<file path="src/rtl/core/sbq_pkg.sv">
// Shared types, codes and filter coefficient tables of the biquad chain.
package sbq_pkg;

   localparam int NumBiquads = 4;
   localparam int NumTaps    = 5;

   // biquad indexes
   localparam logic [1:0] BQ_HP250 = 2'd0;
   localparam logic [1:0] BQ_LP5K  = 2'd1;
   localparam logic [1:0] BQ_LP550 = 2'd2;
   localparam logic [1:0] BQ_HP1K2 = 2'd3;

   // tap codes, in summation order
   localparam logic [2:0] TAP_B0 = 3'd0;
   localparam logic [2:0] TAP_B1 = 3'd1;
   localparam logic [2:0] TAP_A1 = 3'd2;
   localparam logic [2:0] TAP_B2 = 3'd3;
   localparam logic [2:0] TAP_A2 = 3'd4;

   // register indexes
   localparam logic [1:0] CSR_HIGHPASS_ENABLE = 2'd0;
   localparam logic [1:0] CSR_LOWPASS_ENABLE  = 2'd1;
   localparam logic [1:0] CSR_NOTCH_ENABLE    = 2'd2;

   // divide by reciprocal: for 0 <= n <= 2^31, n / d == (n * m) >> s
   // with s = 31 + ceil(log2 d) and m = ceil(2^s / d), m below 2^32
   localparam int RecipShiftHp250 = 46;
   localparam int RecipShiftLp5k  = 47;
   localparam int RecipShiftLp550 = 45;
   localparam int RecipShiftHp1k2 = 46;

   localparam logic [63:0] DivHp250 = 64'd18384;
   localparam logic [63:0] DivLp5k  = 64'd34768;
   localparam logic [63:0] DivLp550 = 64'd16384;
   localparam logic [63:0] DivHp1k2 = 64'd16500;

   localparam logic [31:0] RecipHp250 =
      32'(((64'd1 << RecipShiftHp250) + DivHp250 - 64'd1) / DivHp250);
   localparam logic [31:0] RecipLp5k =
      32'(((64'd1 << RecipShiftLp5k) + DivLp5k - 64'd1) / DivLp5k);
   localparam logic [31:0] RecipLp550 =
      32'(((64'd1 << RecipShiftLp550) + DivLp550 - 64'd1) / DivLp550);
   localparam logic [31:0] RecipHp1k2 =
      32'(((64'd1 << RecipShiftHp1k2) + DivHp1k2 - 64'd1) / DivHp1k2);

   typedef enum logic [2:0] {
      S_IDLE,
      S_SEL,
      S_MUL,
      S_ACC,
      S_DLOAD,
      S_DIV,
      S_COMMIT,
      S_OUT
   } ctrl_state_type;

   typedef struct packed {
      logic       start;
      logic       acc_clr;
      logic       mul;
      logic       div_load;
      logic       div_step;
      logic       commit;
      logic       out_load;
      logic [1:0] k;
      logic [2:0] tap;
   } sbq_cmd_type;

   function automatic logic signed [15:0] coef_get(input logic [1:0] k, input logic [2:0] tap);
      logic signed [15:0] c;
      c = '0;
      unique case (k)
         BQ_HP250: begin
            unique case (tap)
               TAP_B0:  c = 16'sd15620;
               TAP_B1:  c = -16'sd31241;
               TAP_A1:  c = 16'sd31179;
               TAP_B2:  c = 16'sd15620;
               TAP_A2:  c = -16'sd14920;
               default: c = '0;
            endcase
         end
         BQ_LP5K: begin
            unique case (tap)
               TAP_B0:  c = 16'sd9799;
               TAP_B1:  c = 16'sd19598;
               TAP_A1:  c = 16'sd21263;
               TAP_B2:  c = 16'sd9799;
               TAP_A2:  c = -16'sd8094;
               default: c = '0;
            endcase
         end
         BQ_LP550: begin
            unique case (tap)
               TAP_B0:  c = 16'sd389;
               TAP_B1:  c = -16'sd382;
               TAP_A1:  c = 16'sd30669;
               TAP_B2:  c = 16'sd389;
               TAP_A2:  c = -16'sd14512;
               default: c = '0;
            endcase
         end
         BQ_HP1K2: begin
            unique case (tap)
               TAP_B0:  c = 16'sd15284;
               TAP_B1:  c = -16'sd30569;
               TAP_A1:  c = 16'sd30440;
               TAP_B2:  c = 16'sd15284;
               TAP_A2:  c = -16'sd15284;
               default: c = '0;
            endcase
         end
      endcase
      return c;
   endfunction

   function automatic logic [31:0] recip_get(input logic [1:0] k);
      logic [31:0] m;
      unique case (k)
         BQ_HP250: m = RecipHp250;
         BQ_LP5K:  m = RecipLp5k;
         BQ_LP550: m = RecipLp550;
         BQ_HP1K2: m = RecipHp1k2;
      endcase
      return m;
   endfunction

   function automatic logic halve_get(input logic [1:0] k);
      return (k == BQ_LP5K) || (k == BQ_LP550);
   endfunction

endpackage

</file>
<file path="src/rtl/core/sbq_datapath.sv">
// Datapath: history, shared multiplier, accumulator, reciprocal divider, output register.
module sbq_datapath
   import sbq_pkg::*;
(
   input  logic               clock,
   input  logic               reset,
   input  sbq_cmd_type        cmd,
   input  logic signed [15:0] req_sample_in,
   output logic signed [15:0] rsp_sample_out
);

   logic signed [15:0] cur_ff;
   logic signed [15:0] notch_a_ff;
   logic signed [15:0] x_ff [NumBiquads][2];
   logic signed [31:0] y_ff [NumBiquads][2];
   logic signed [31:0] prod_ff;
   logic               mul_vld_ff;
   logic signed [31:0] acc_ff;
   logic [31:0]        mag_ff;
   logic [63:0]        rprod_ff;
   logic               neg_ff;
   logic signed [15:0] out_ff;

   logic signed [31:0] operand;
   logic signed [15:0] coef;
   logic signed [47:0] prod_full;
   logic [31:0]        recip;
   logic [63:0]        rprod_full;
   logic [31:0]        quot;
   logic [31:0]        q_val;
   logic [31:0]        out_mag;
   logic [31:0]        out_val;
   logic signed [15:0] out16;

   always_comb begin
      operand = '0;
      unique case (cmd.tap)
         TAP_B0:  operand = {{16{cur_ff[15]}}, cur_ff};
         TAP_B1:  operand = {{16{x_ff[cmd.k][0][15]}}, x_ff[cmd.k][0]};
         TAP_A1:  operand = y_ff[cmd.k][0];
         TAP_B2:  operand = {{16{x_ff[cmd.k][1][15]}}, x_ff[cmd.k][1]};
         TAP_A2:  operand = y_ff[cmd.k][1];
         default: operand = '0;
      endcase
      coef      = coef_get(cmd.k, cmd.tap);
      prod_full = coef * operand;
   end

   // magnitude divide by reciprocal multiply, sign applied afterwards
   always_comb begin
      recip      = recip_get(cmd.k);
      rprod_full = mag_ff * recip;
      unique case (cmd.k)
         BQ_HP250: quot = 32'(rprod_ff >> RecipShiftHp250);
         BQ_LP5K:  quot = 32'(rprod_ff >> RecipShiftLp5k);
         BQ_LP550: quot = 32'(rprod_ff >> RecipShiftLp550);
         BQ_HP1K2: quot = 32'(rprod_ff >> RecipShiftHp1k2);
      endcase
      q_val   = neg_ff ? (32'd0 - quot) : quot;
      out_mag = halve_get(cmd.k) ? {1'b0, quot[31:1]} : quot;
      out_val = neg_ff ? (32'd0 - out_mag) : out_mag;
      out16   = out_val[15:0];
   end

   always_ff @(posedge clock) begin
      if (reset) begin
         mul_vld_ff <= 1'b0;
         for (int i = 0; i < NumBiquads; i++) begin
            x_ff[i][0] <= '0;
            x_ff[i][1] <= '0;
            y_ff[i][0] <= '0;
            y_ff[i][1] <= '0;
         end
      end else begin
         mul_vld_ff <= cmd.mul;
         if (cmd.commit) begin
            x_ff[cmd.k][1] <= x_ff[cmd.k][0];
            x_ff[cmd.k][0] <= cur_ff;
            y_ff[cmd.k][1] <= y_ff[cmd.k][0];
            y_ff[cmd.k][0] <= q_val;
         end
      end
   end

   always_ff @(posedge clock) begin
      prod_ff <= prod_full[31:0];
      if (cmd.acc_clr) begin
         acc_ff <= '0;
      end else if (mul_vld_ff) begin
         acc_ff <= acc_ff + prod_ff;
      end
      if (cmd.div_load) begin
         neg_ff <= acc_ff[31];
         mag_ff <= acc_ff[31] ? (32'd0 - acc_ff) : acc_ff;
      end
      if (cmd.div_step) begin
         rprod_ff <= rprod_full;
      end
      if (cmd.start) begin
         cur_ff <= req_sample_in;
      end else if (cmd.commit) begin
         unique case (cmd.k)
            BQ_HP250, BQ_LP5K: cur_ff <= out16;
            BQ_LP550:          cur_ff <= cur_ff;
            BQ_HP1K2:          cur_ff <= notch_a_ff + out16;
         endcase
      end
      if (cmd.commit && (cmd.k == BQ_LP550)) begin
         notch_a_ff <= out16;
      end
      if (cmd.out_load) begin
         out_ff <= cur_ff;
      end
   end

   assign rsp_sample_out = out_ff;

endmodule

</file>
<file path="src/rtl/core/sbq_ctrl.sv">
// Controller: sequences stages, taps and the divide; holds enables and result valid.
module sbq_ctrl
   import sbq_pkg::*;
(
   input  logic        clock,
   input  logic        reset,
   input  logic        req_valid,
   output logic        req_ready,
   output logic        rsp_valid,
   input  logic        rsp_ready,
   input  logic        csr_we,
   input  logic [1:0]  csr_index,
   input  logic [0:0]  csr_wdata,
   output sbq_cmd_type cmd
);

   ctrl_state_type state_ff, state_in;
   logic [2:0] k_ff, k_in;
   logic [2:0] tap_ff, tap_in;
   logic       hp_en_ff, lp_en_ff, notch_en_ff;
   logic       rsp_valid_ff, rsp_valid_in;
   logic       stage_en;
   logic       slot_free;

   always_comb begin
      unique case (k_ff[1:0])
         BQ_HP250: stage_en = hp_en_ff;
         BQ_LP5K:  stage_en = lp_en_ff;
         BQ_LP550: stage_en = notch_en_ff;
         BQ_HP1K2: stage_en = notch_en_ff;
      endcase
      slot_free = !rsp_valid_ff || rsp_ready;
   end

   // next state
   always_comb begin
      state_in = state_ff;
      k_in     = k_ff;
      tap_in   = tap_ff;
      unique case (state_ff)
         S_IDLE: begin
            k_in = '0;
            if (req_valid) state_in = S_SEL;
         end
         S_SEL: begin
            tap_in = TAP_B0;
            priority if (k_ff == 3'(NumBiquads)) state_in = S_OUT;
            else if (stage_en) state_in = S_MUL;
            else k_in = k_ff + 3'd1;
         end
         S_MUL: begin
            if (tap_ff == TAP_A2) state_in = S_ACC;
            else tap_in = tap_ff + 3'd1;
         end
         S_ACC:   state_in = S_DLOAD;
         S_DLOAD: state_in = S_DIV;
         S_DIV:   state_in = S_COMMIT;
         S_COMMIT: begin
            k_in     = k_ff + 3'd1;
            state_in = S_SEL;
         end
         S_OUT: begin
            if (slot_free) state_in = S_IDLE;
         end
         default: state_in = S_IDLE;
      endcase
   end

   // outputs
   always_comb begin
      cmd          = '0;
      cmd.k        = k_ff[1:0];
      cmd.tap      = tap_ff;
      req_ready    = 1'b0;
      unique case (state_ff)
         S_IDLE: begin
            req_ready = 1'b1;
            cmd.start = req_valid;
         end
         S_SEL:    cmd.acc_clr  = 1'b1;
         S_MUL:    cmd.mul      = 1'b1;
         S_ACC:    cmd.mul      = 1'b0;
         S_DLOAD:  cmd.div_load = 1'b1;
         S_DIV:    cmd.div_step = 1'b1;
         S_COMMIT: cmd.commit   = 1'b1;
         S_OUT:    cmd.out_load = slot_free;
         default:  cmd          = '0;
      endcase
      rsp_valid_in = cmd.out_load ? 1'b1 : (rsp_valid_ff && !rsp_ready);
   end

   always_ff @(posedge clock) begin
      if (reset) begin
         state_ff     <= S_IDLE;
         k_ff         <= '0;
         tap_ff       <= '0;
         hp_en_ff     <= 1'b0;
         lp_en_ff     <= 1'b0;
         notch_en_ff  <= 1'b0;
         rsp_valid_ff <= 1'b0;
      end else begin
         state_ff     <= state_in;
         k_ff         <= k_in;
         tap_ff       <= tap_in;
         rsp_valid_ff <= rsp_valid_in;
         if (csr_we) begin
            unique case (csr_index)
               CSR_HIGHPASS_ENABLE: hp_en_ff    <= csr_wdata[0];
               CSR_LOWPASS_ENABLE:  lp_en_ff    <= csr_wdata[0];
               CSR_NOTCH_ENABLE:    notch_en_ff <= csr_wdata[0];
               default:             hp_en_ff    <= hp_en_ff;
            endcase
         end
      end
   end

   assign rsp_valid = rsp_valid_ff;

`ifndef NO_ASSERTIONS
   a_tap_range: assert property (@(posedge clock) disable iff (reset)
      (state_ff == S_MUL) |-> (tap_ff <= TAP_A2))
      else $error("tap counter out of range");
   a_div_follows_load: assert property (@(posedge clock) disable iff (reset)
      (state_ff == S_DLOAD) |=> (state_ff == S_DIV))
      else $error("divide did not start after load");
   a_out_slot_free: assert property (@(posedge clock) disable iff (reset)
      cmd.out_load |-> (!rsp_valid_ff || rsp_ready))
      else $error("result register overwritten");
   a_commit_enabled: assert property (@(posedge clock) disable iff (reset)
      (state_ff == S_COMMIT) |-> stage_en && (k_ff < 3'(NumBiquads)))
      else $error("disabled stage committed");
`endif

endmodule

</file>
<file path="src/rtl/core/switchable_biquad_filter_chain.sv">
// Top level of the switchable biquad filter chain: controller plus datapath.
//
//  Channel | Direction | Ports                         | Transfer when
//  req     | in        | req_valid/ready, req_sample_in | req_valid && req_ready
//  rsp     | out       | rsp_valid/ready, rsp_sample_out| rsp_valid && rsp_ready
//  csr     | in        | csr_we, csr_index, csr_wdata  | csr_we
//
// One item at a time. Up to 4 biquads are enabled (the notch counts as two). Every
// stage takes a select step; an enabled biquad adds its taps on the shared multiplier,
// draining the accumulator, loading the divider, the reciprocal multiply and writing
// history.
// Reset clears enables, all filter history and the result valid flag.
// A held result does not block the next req transfer; only the final
// write to the result register waits for the slot to free up.
module switchable_biquad_filter_chain
   import sbq_pkg::*;
(
   input  logic               clock,
   input  logic               reset,
   input  logic               req_valid,
   output logic               req_ready,
   input  logic signed [15:0] req_sample_in,
   output logic               rsp_valid,
   input  logic               rsp_ready,
   output logic signed [15:0] rsp_sample_out,
   input  logic               csr_we,
   input  logic [1:0]         csr_index,
   input  logic [0:0]         csr_wdata
);

   sbq_cmd_type cmd;

   // sequencer: walks stages, taps and the divide
   sbq_ctrl u_ctrl (
      .clock     (clock),
      .reset     (reset),
      .req_valid (req_valid),
      .req_ready (req_ready),
      .rsp_valid (rsp_valid),
      .rsp_ready (rsp_ready),
      .csr_we    (csr_we),
      .csr_index (csr_index),
      .csr_wdata (csr_wdata),
      .cmd       (cmd)
   );

   // arithmetic and filter state
   sbq_datapath u_datapath (
      .clock          (clock),
      .reset          (reset),
      .cmd            (cmd),
      .req_sample_in  (req_sample_in),
      .rsp_sample_out (rsp_sample_out)
   );

endmodule
</file>
<file path="config.mk">
export PLATFORM = sky130hd
export DESIGN_NAME = switchable_biquad_filter_chain
export DESIGN_NICKNAME = d
export VERILOG_FILES = /design/src/rtl/core/sbq_pkg.sv /design/src/rtl/core/sbq_datapath.sv /design/src/rtl/core/sbq_ctrl.sv /design/src/rtl/core/switchable_biquad_filter_chain.sv
export SDC_FILE = /design/constraint.sdc
export NUM_CORES = 2
export LEC_CHECK = 0
export BUFFER_PORTS_ARGS = -buffer_cell sky130_fd_sc_hd__buf_2
export CAP_MARGIN = 40
export CORE_MARGIN = 4
export CORE_UTILIZATION = 40
export DETAILED_ROUTE_END_ITERATION = 10
export HOLD_SLACK_MARGIN = 0.02
export PLACE_DENSITY = 0.57
export SLEW_MARGIN = 10
export SYNTH_ARGS = -nofsm -noshare
export SYNTH_HDL_FRONTEND = slang
export SYNTH_SLANG_ARGS = --single-unit
export TNS_END_PERCENT = 50
</file>
<file path="constraint.sdc">
create_clock -name clock -period 25.1 [get_ports clock]
set_input_delay 6.275 -clock clock [delete_from_list [all_inputs] [get_ports clock]]
set_output_delay 6.275 -clock clock [all_outputs]
set_load 0.01 [all_outputs]
</file>
### Word-level counts from Yosys, hierarchy flattened

Memory sizes are Yosys's and may differ from the RTL's. A register that Yosys moved wholly into a read port is not among the register bits.
Index checks and enable logic that the tools add are counted.

* input bits: 24
* bits in registers: 223
* output and inout port bits: 18
* memories kept: 2
* memory bits (writable): 384
* logic and storage cells: 130

Memory list
* u_datapath.y_ff: depth 4, bits a word 64, rd ports 1, clocked after memory_dff 1, wr ports 4, RTL line sbq_datapath.sv:15 `logic signed [31:0] y_ff [NumBiquads][2];`
* u_datapath.x_ff: depth 4, bits a word 32, rd ports 1, clocked after memory_dff 1, wr ports 4, RTL line sbq_datapath.sv:14 `logic signed [15:0] x_ff [NumBiquads][2];`

* equal/unequal tests: 25
* multiplexer cells: 51
* $add $sub $neg: 7
* multiply operators: 2
* reduce and logical (&&, ||, !) cells: 26

Operator list (number)
* one-hot mux 16 bit (4 select lines): 5
* one-hot mux 32 bit (5 select lines): 1
* one-hot mux 32 bit (4 select lines): 1
* one-hot mux 32 bit (3 select lines): 1
* multiplier 32 x 32 -> 64 bit: 1
* two-way mux 16 bit: 4
* two-way mux 32 bit: 2
* two-way mux 64 bit: 1
* OR reduction 64 bit: 1
* subtractor 1 x 32 -> 32 bit (first input constant): 2
* adder 32 bit: 1
* multiplier 16 x 32 -> 32 bit: 1
* one-hot mux 16 bit (2 select lines): 1
* OR reduction 32 bit: 1
* two-way mux 31 bit: 1
* two-way mux 3 bit: 8
* one-hot mux 3 bit (8 select lines): 1
* equality test 3 bit (second input constant): 6
* adder 16 bit: 1
* two-way mux 1 bit: 16
* subtractor 1 x 16 -> 16 bit (first input constant): 1
* equality test 3 x 2 -> 1 bit (second input constant): 4
* two-way mux 2 bit: 6
* != test 2 bit (second input constant): 5
* other kinds (20): 39

### Logic depth before layout (Yosys ltp)

* depth after elaboration: 10
* gate-level depth with buffers: 36
* depth with buffers taken out: 32

### By module

A second synthesis with hierarchy kept.

* cell total of the unflattened synthesis: 6398
* area total of the unflattened synthesis: 65629.2 µm²

Modules (own cells, without submodules)
* sbq_datapath: sequential area each 15835.2 µm², cells each 6297, area each 64804.7 µm², times used 1
* sbq_ctrl: sequential area each 260.2 µm², cells each 101, area each 824.5 µm², times used 1

### Worst setup path after synthesis

OpenSTA, ideal clock, no wires.

* kind: input-to-reg
* start point: input port reset
* end point: memory u_datapath.x_ff[1][0] (netlist name) (enable)
* stages: 4
* required time: 24629 ps
* setup slack: 15476 ps
* library setup time: 471 ps
* data arrival time: 9153 ps
* path buffers: 1
* cells stage by stage: clkbuf_1 -> nor2_1 -> nand2_1 -> nand2b_1

RTL lines
* start: declaration: RTL line switchable_biquad_filter_chain.sv:19 `input logic reset,`
* end: declaration: RTL line sbq_datapath.sv:14

### Worst setup path after layout

* start point: register u_ctrl.k_ff[1]
* end point: register u_datapath.rprod_ff[63], data pin

* longest elaborated chain between the ends: 3
* elaborated cells on any way between the ends: 6
* classes of those cells: mul: 1; eq/ne: 3; mux: 1; reduce/logical: 1

Ends and longest elaborated chain
* start: declaration: RTL line sbq_ctrl.sv:18 `logic [2:0] k_ff, k_in;`
* start signal: assignment: RTL line sbq_ctrl.sv:103 `k_ff <= k_in;`
* equality test 2 bit (tied with other cells): RTL line sbq_pkg.sv:119 `unique case (k)`
* one-hot mux 32 bit (4 select lines) (*): RTL line sbq_pkg.sv:119
* multiplier 32 x 32 -> 64 bit (*): RTL line sbq_datapath.sv:52 `rprod_full = mag_ff * recip;`
* via u_datapath.rprod_full[63]: RTL line sbq_datapath.sv:28 `logic [63:0] rprod_full;`
* end signal: assignment: RTL line sbq_datapath.sv:97 `rprod_ff <= rprod_full;`
* end: declaration: RTL line sbq_datapath.sv:20 `logic [63:0] rprod_ff;`

Mark *: on every way through the listed nets, which the timed path passes. The rest lies on a longest branch. The select of a mux whose other input is x is not followed.
A chain may end at the register's enable or synchronous reset.

==> flow_metrics.py <==
metrics = {
    "timing": {
        "postLayoutSetupSlackWorst_ns": 13.81,
        "timing.max_slew.rel_slack_pct": 37.6,
        "hold_slack_ns": 0.533,
        "rsz0062_at_grt": "false",
        "timing.final.max_slew_violations": 0,
        "fin_crit_ns": 11.29,
        "finalCritPeriodShare_pct": 45.0,
        "skew_ns": 0.102,
        "setup_total_neg_slack_ns": 0,
        "worst-slew-pin-transition_ns": 0.936,
        "hold_viol": 0,
        "achievable-frequency_mhz": 88.6,
        "final-setup-viol-count": 0,
    },
    "clocking": {
        "cts_hold_buffers": 0,
        "htree_num_levels": 2,
        "worst_skew_pair.late_latency_ns": 0.68,
        "post_cts_setup_bufs": 0,
        "clock_tree_from_tritoncts": "yes",
        "cts_num_sinks": 564,
        "post_cts.resized_instances": 0,
        "cts-buffers-inserted": 60,
        "clockBufferDepth": 3,
        "cts.reportedPaths.clkPinSlew_ns": 0.06,
        "clock-root-buffer": "sky130_fd_sc_hd__clkbuf_16",
    },
    "global_route": {
        "grt_start_max_net_pins": 106,
        "first_pass_grt_wire_length_mm": 302,
        "antenna_found_initial": 8,
        "global_route.overflow_total": 0,
        "groute.usage.overall_pct": 23.5,
        "vias_in_the_first_global_route": 47200,
    },
    "final_layout": {
        "multiInputGateArea_mm2": 0.0432,
        "areaGrowthSynthToFinish_pct": 7.35,
        "finalNetCount": 7801,
        "filler_cell_count": 15500,
        "area.sequential_mm2": 0.0161,
        "fraction_of_layout_cells_with_a_size_suffix_above_1_pct": 6.19,
    },
    "place": {
        "hpwl_mm": 154,
        "gp_routability_congestion": 0.983,
        "place.port_buffers": 41,
        "dp_worst_slack_ns": 13.93,
    },
    "yosys": {
        "share_of_synthesized_cell_area_in_full_adder_half_adder_and_majority_cells_pct": 42.5,
        "postSynthCellCount": 6243,
        "synth_top_cell_area_share_pct": 31.8,
        "yosysUniqueCellTypes": 86,
        "number_of_nets_in_the_synthesized_netlist": 7867,
        "ys_top_cells_by_area": "sky130_fd_sc_hd__fa_1 (32%), sky130_fd_sc_hd__edfxtp_1 (22%), sky130_fd_sc_hd__ha_1 (11%), sky130_fd_sc_hd__inv_1 (8.1%), sky130_fd_sc_hd__mux4_2 (3.3%)",
        "synth_ff_type": "sky130_fd_sc_hd__edfxtp_1",
        "netlist.top_cell.by_area": "sky130_fd_sc_hd__fa_1",
        "syn_area_per_cell_um2": 10.5,
        "synth.top_cells.by_count": "sky130_fd_sc_hd__inv_1 (1423), sky130_fd_sc_hd__fa_1 (1041), sky130_fd_sc_hd__ha_1 (559)",
        "synth.ff_latch_count": 564,
        "asyncSetResetFlopFracSynth_pct": 0,
        "synth.yosys.seq_area_share_pct": 24.6,
        "synth_mux_area_share_pct": 4.02,
        "cell_with_the_most_instances_after_synthesis": "sky130_fd_sc_hd__inv_1",
        "synth_compound_gate_area_share_pct": 5.46,
        "synth_simple_gate_area_share_pct": 11.6,
        "combinational_family_with_the_most_area_after_synthesis": "adder cells",
        "synth_xor_area_share_pct": 2.17,
        "synth.yosys.warnings": 0,
        "post_synth_instance_area_mm2": 0.0656,
        "synth_enable_flop_cells": 484,
    },
    "die": {
        "initial_utilization_pct": 40.3,
        "die-height_um": 413,
        "die_wd_um": 413,
        "rows": 148,
        "fp.dieArea_mm2": 0.170,
        "num_io_pins": 42,
        "core-area_mm2": 0.163,
    },
    "status": {
        "run_status": "complete, no violations",
    },
    "critical_path": {
        "arrival_time_of_data_at_the_critical_path_endpoint_ns": 11.71,
        "slowest_cp_cell": "sky130_fd_sc_hd__clkinv_1",
        "critical_path_required_ns": 25.52,
        "timing.critical_path.to_type": "register",
        "critical_path.startpoint_type": "register",
        "worst-path-max-fanout": 46,
        "critPathMostFrequentCell": "sky130_fd_sc_hd__fa_1",
        "worstSetupPathType": "reg2reg",
        "critical-path-max-stage-delay_ns": 0.89,
    },
    "detailed_routing": {
        "detail_route.iter0.violations": 3442,
        "avgViaCountPerCell": 5.26,
        "first_pass_iters": 7,
        "routed-via-count": 44200,
        "drt.antenna.violating_nets": 0,
        "routed_wirelength_mm": 195,
        "drc": 0,
        "routed_wire_length_per_instance_um": 23.2,
    },
    "run": {
        "maxCapViolCount": 0,
    },
    "worst_hold_path": {
        "min-delay-path-class": "reg2reg",
    },
}
==> cell type report <==
| cell class | count | share of cell area [%] |
|---|---|---|
| Multi-Input combinational cell | 4003 | 61.4 |
| Sequential cell | 564 | 22.9 |
| Inverter | 1427 | 7.61 |
| Tap cell | 2175 | 3.87 |
| Clock buffer | 74 | 2.28 |
| Timing Repair Buffer | 121 | 1.33 |
| Clock inverter | 34 | 0.528 |
| Antenna cell | 6 | 0.0213 |
==> worst paths after layout <==
| path | startpoint | end | slack, ns | cells after the start |
|---|---|---|---|---|
| setup reg to reg | u_ctrl.k_ff[1] | u_datapath.rprod_ff[63] | 13.81 | 28 |
| setup / recovery | u_ctrl.k_ff[1] | u_datapath.rprod_ff[63] | 13.81 | 28 |
| hold / removal | u_datapath.acc_ff[1] | u_datapath.acc_ff[1] | 0.53 | 2 |
| hold reg to reg | u_datapath.acc_ff[1] | u_datapath.acc_ff[1] | 0.53 | 2 |
==> flip-flops by register name (all words and copies together) (netlist names), 3 cells and up, named ones only <==
signal                     cells
u_datapath.mag_ff             32
u_datapath.notch_a_ff         16
u_datapath.rsp_sample_out     16
u_ctrl.state_ff                3
u_datapath.rprod_ff           19
u_ctrl.tap_ff                  3
u_datapath.x_ff              128
u_datapath.y_ff              256
u_datapath.acc_ff             32
u_datapath.cur_ff             16
u_ctrl.k_ff                    3
u_datapath.prod_ff            32
==> logic make-up (layout without fill, tap and decap cells) <==
logic type	after synthesis	count (layout)
adders and majority gates	1600	1600
DFF	564	564
muxes	143	143
AOI/OAI and AO/OA	550	550
and+or+nand+nor	1549	1549
buffers and inverters	1676	1656
xor gates and xnor gates	161	161
other	0	6
==> per-stage QoR <==
stage          util (%)  instances  instance area (um2)
6_report           43.2       8404                70400
5_1_grt            43.2       8399                70400
4_1_cts            43.2       8397                70400
3_5_place_dp       42.0       8289                68400
3_3_place_gp       41.9       8275                68200
2_1_floorplan         -       6243                65600
==> metal layers <==
layer | up-vias | part of all wire [%] | GRT usage [%]
met5 | - | 0.014 | 0
met4 | 4 | 3.4 | 6.72
met3 | 296 | 6.1 | 3.55
met2 | 1344 | 46 | 37.6
met1 | 22800 | 44 | 33.4
li1 | 19700 | - | -
==> cells in the final DEF (no fill, tap or decap), types with 23 or more instances in the layout <==
| master | count |
|---|---|
| sky130_fd_sc_hd__a21o_1 | 50 |
| sky130_fd_sc_hd__nand3_1 | 58 |
| sky130_fd_sc_hd__o21a_1 | 23 |
| sky130_fd_sc_hd__o21ai_0 | 102 |
| sky130_fd_sc_hd__fa_1 | 1041 |
| sky130_fd_sc_hd__xnor2_1 | 134 |
| sky130_fd_sc_hd__a22oi_1 | 53 |
| sky130_fd_sc_hd__mux4_2 | 96 |
| sky130_fd_sc_hd__and3_1 | 274 |
| sky130_fd_sc_hd__mux2i_1 | 42 |
| sky130_fd_sc_hd__and2_1 | 89 |
| sky130_fd_sc_hd__dfxtp_1 | 77 |
| sky130_fd_sc_hd__edfxtp_1 | 484 |
| sky130_fd_sc_hd__xor2_1 | 26 |
| sky130_fd_sc_hd__buf_2 | 43 |
| sky130_fd_sc_hd__nand2b_1 | 47 |
| sky130_fd_sc_hd__o31ai_1 | 23 |
| sky130_fd_sc_hd__a21oi_1 | 144 |
| sky130_fd_sc_hd__nand2_1 | 459 |
| sky130_fd_sc_hd__inv_1 | 1423 |
| sky130_fd_sc_hd__nor3_1 | 31 |
| sky130_fd_sc_hd__clkbuf_16 | 61 |
| sky130_fd_sc_hd__nor2b_1 | 120 |
| sky130_fd_sc_hd__nor2_1 | 373 |
| sky130_fd_sc_hd__buf_4 | 69 |
| sky130_fd_sc_hd__ha_1 | 554 |
==> critical path: cells and delay by family (launching register included) <==
family	cells	cell delay (ns)
DFF	1	0.66
AOI/OAI and AO/OA	6	1.85
buffers and inverters	7	1.58
xor gates and xnor gates	1	0.08
adders and majority gates	10	5.15
and+or+nand+nor	4	1.66
Power is left out: the tool's default activity adds up to more than one toggle a clock period on the data nets, which glitch-free logic cannot reach.
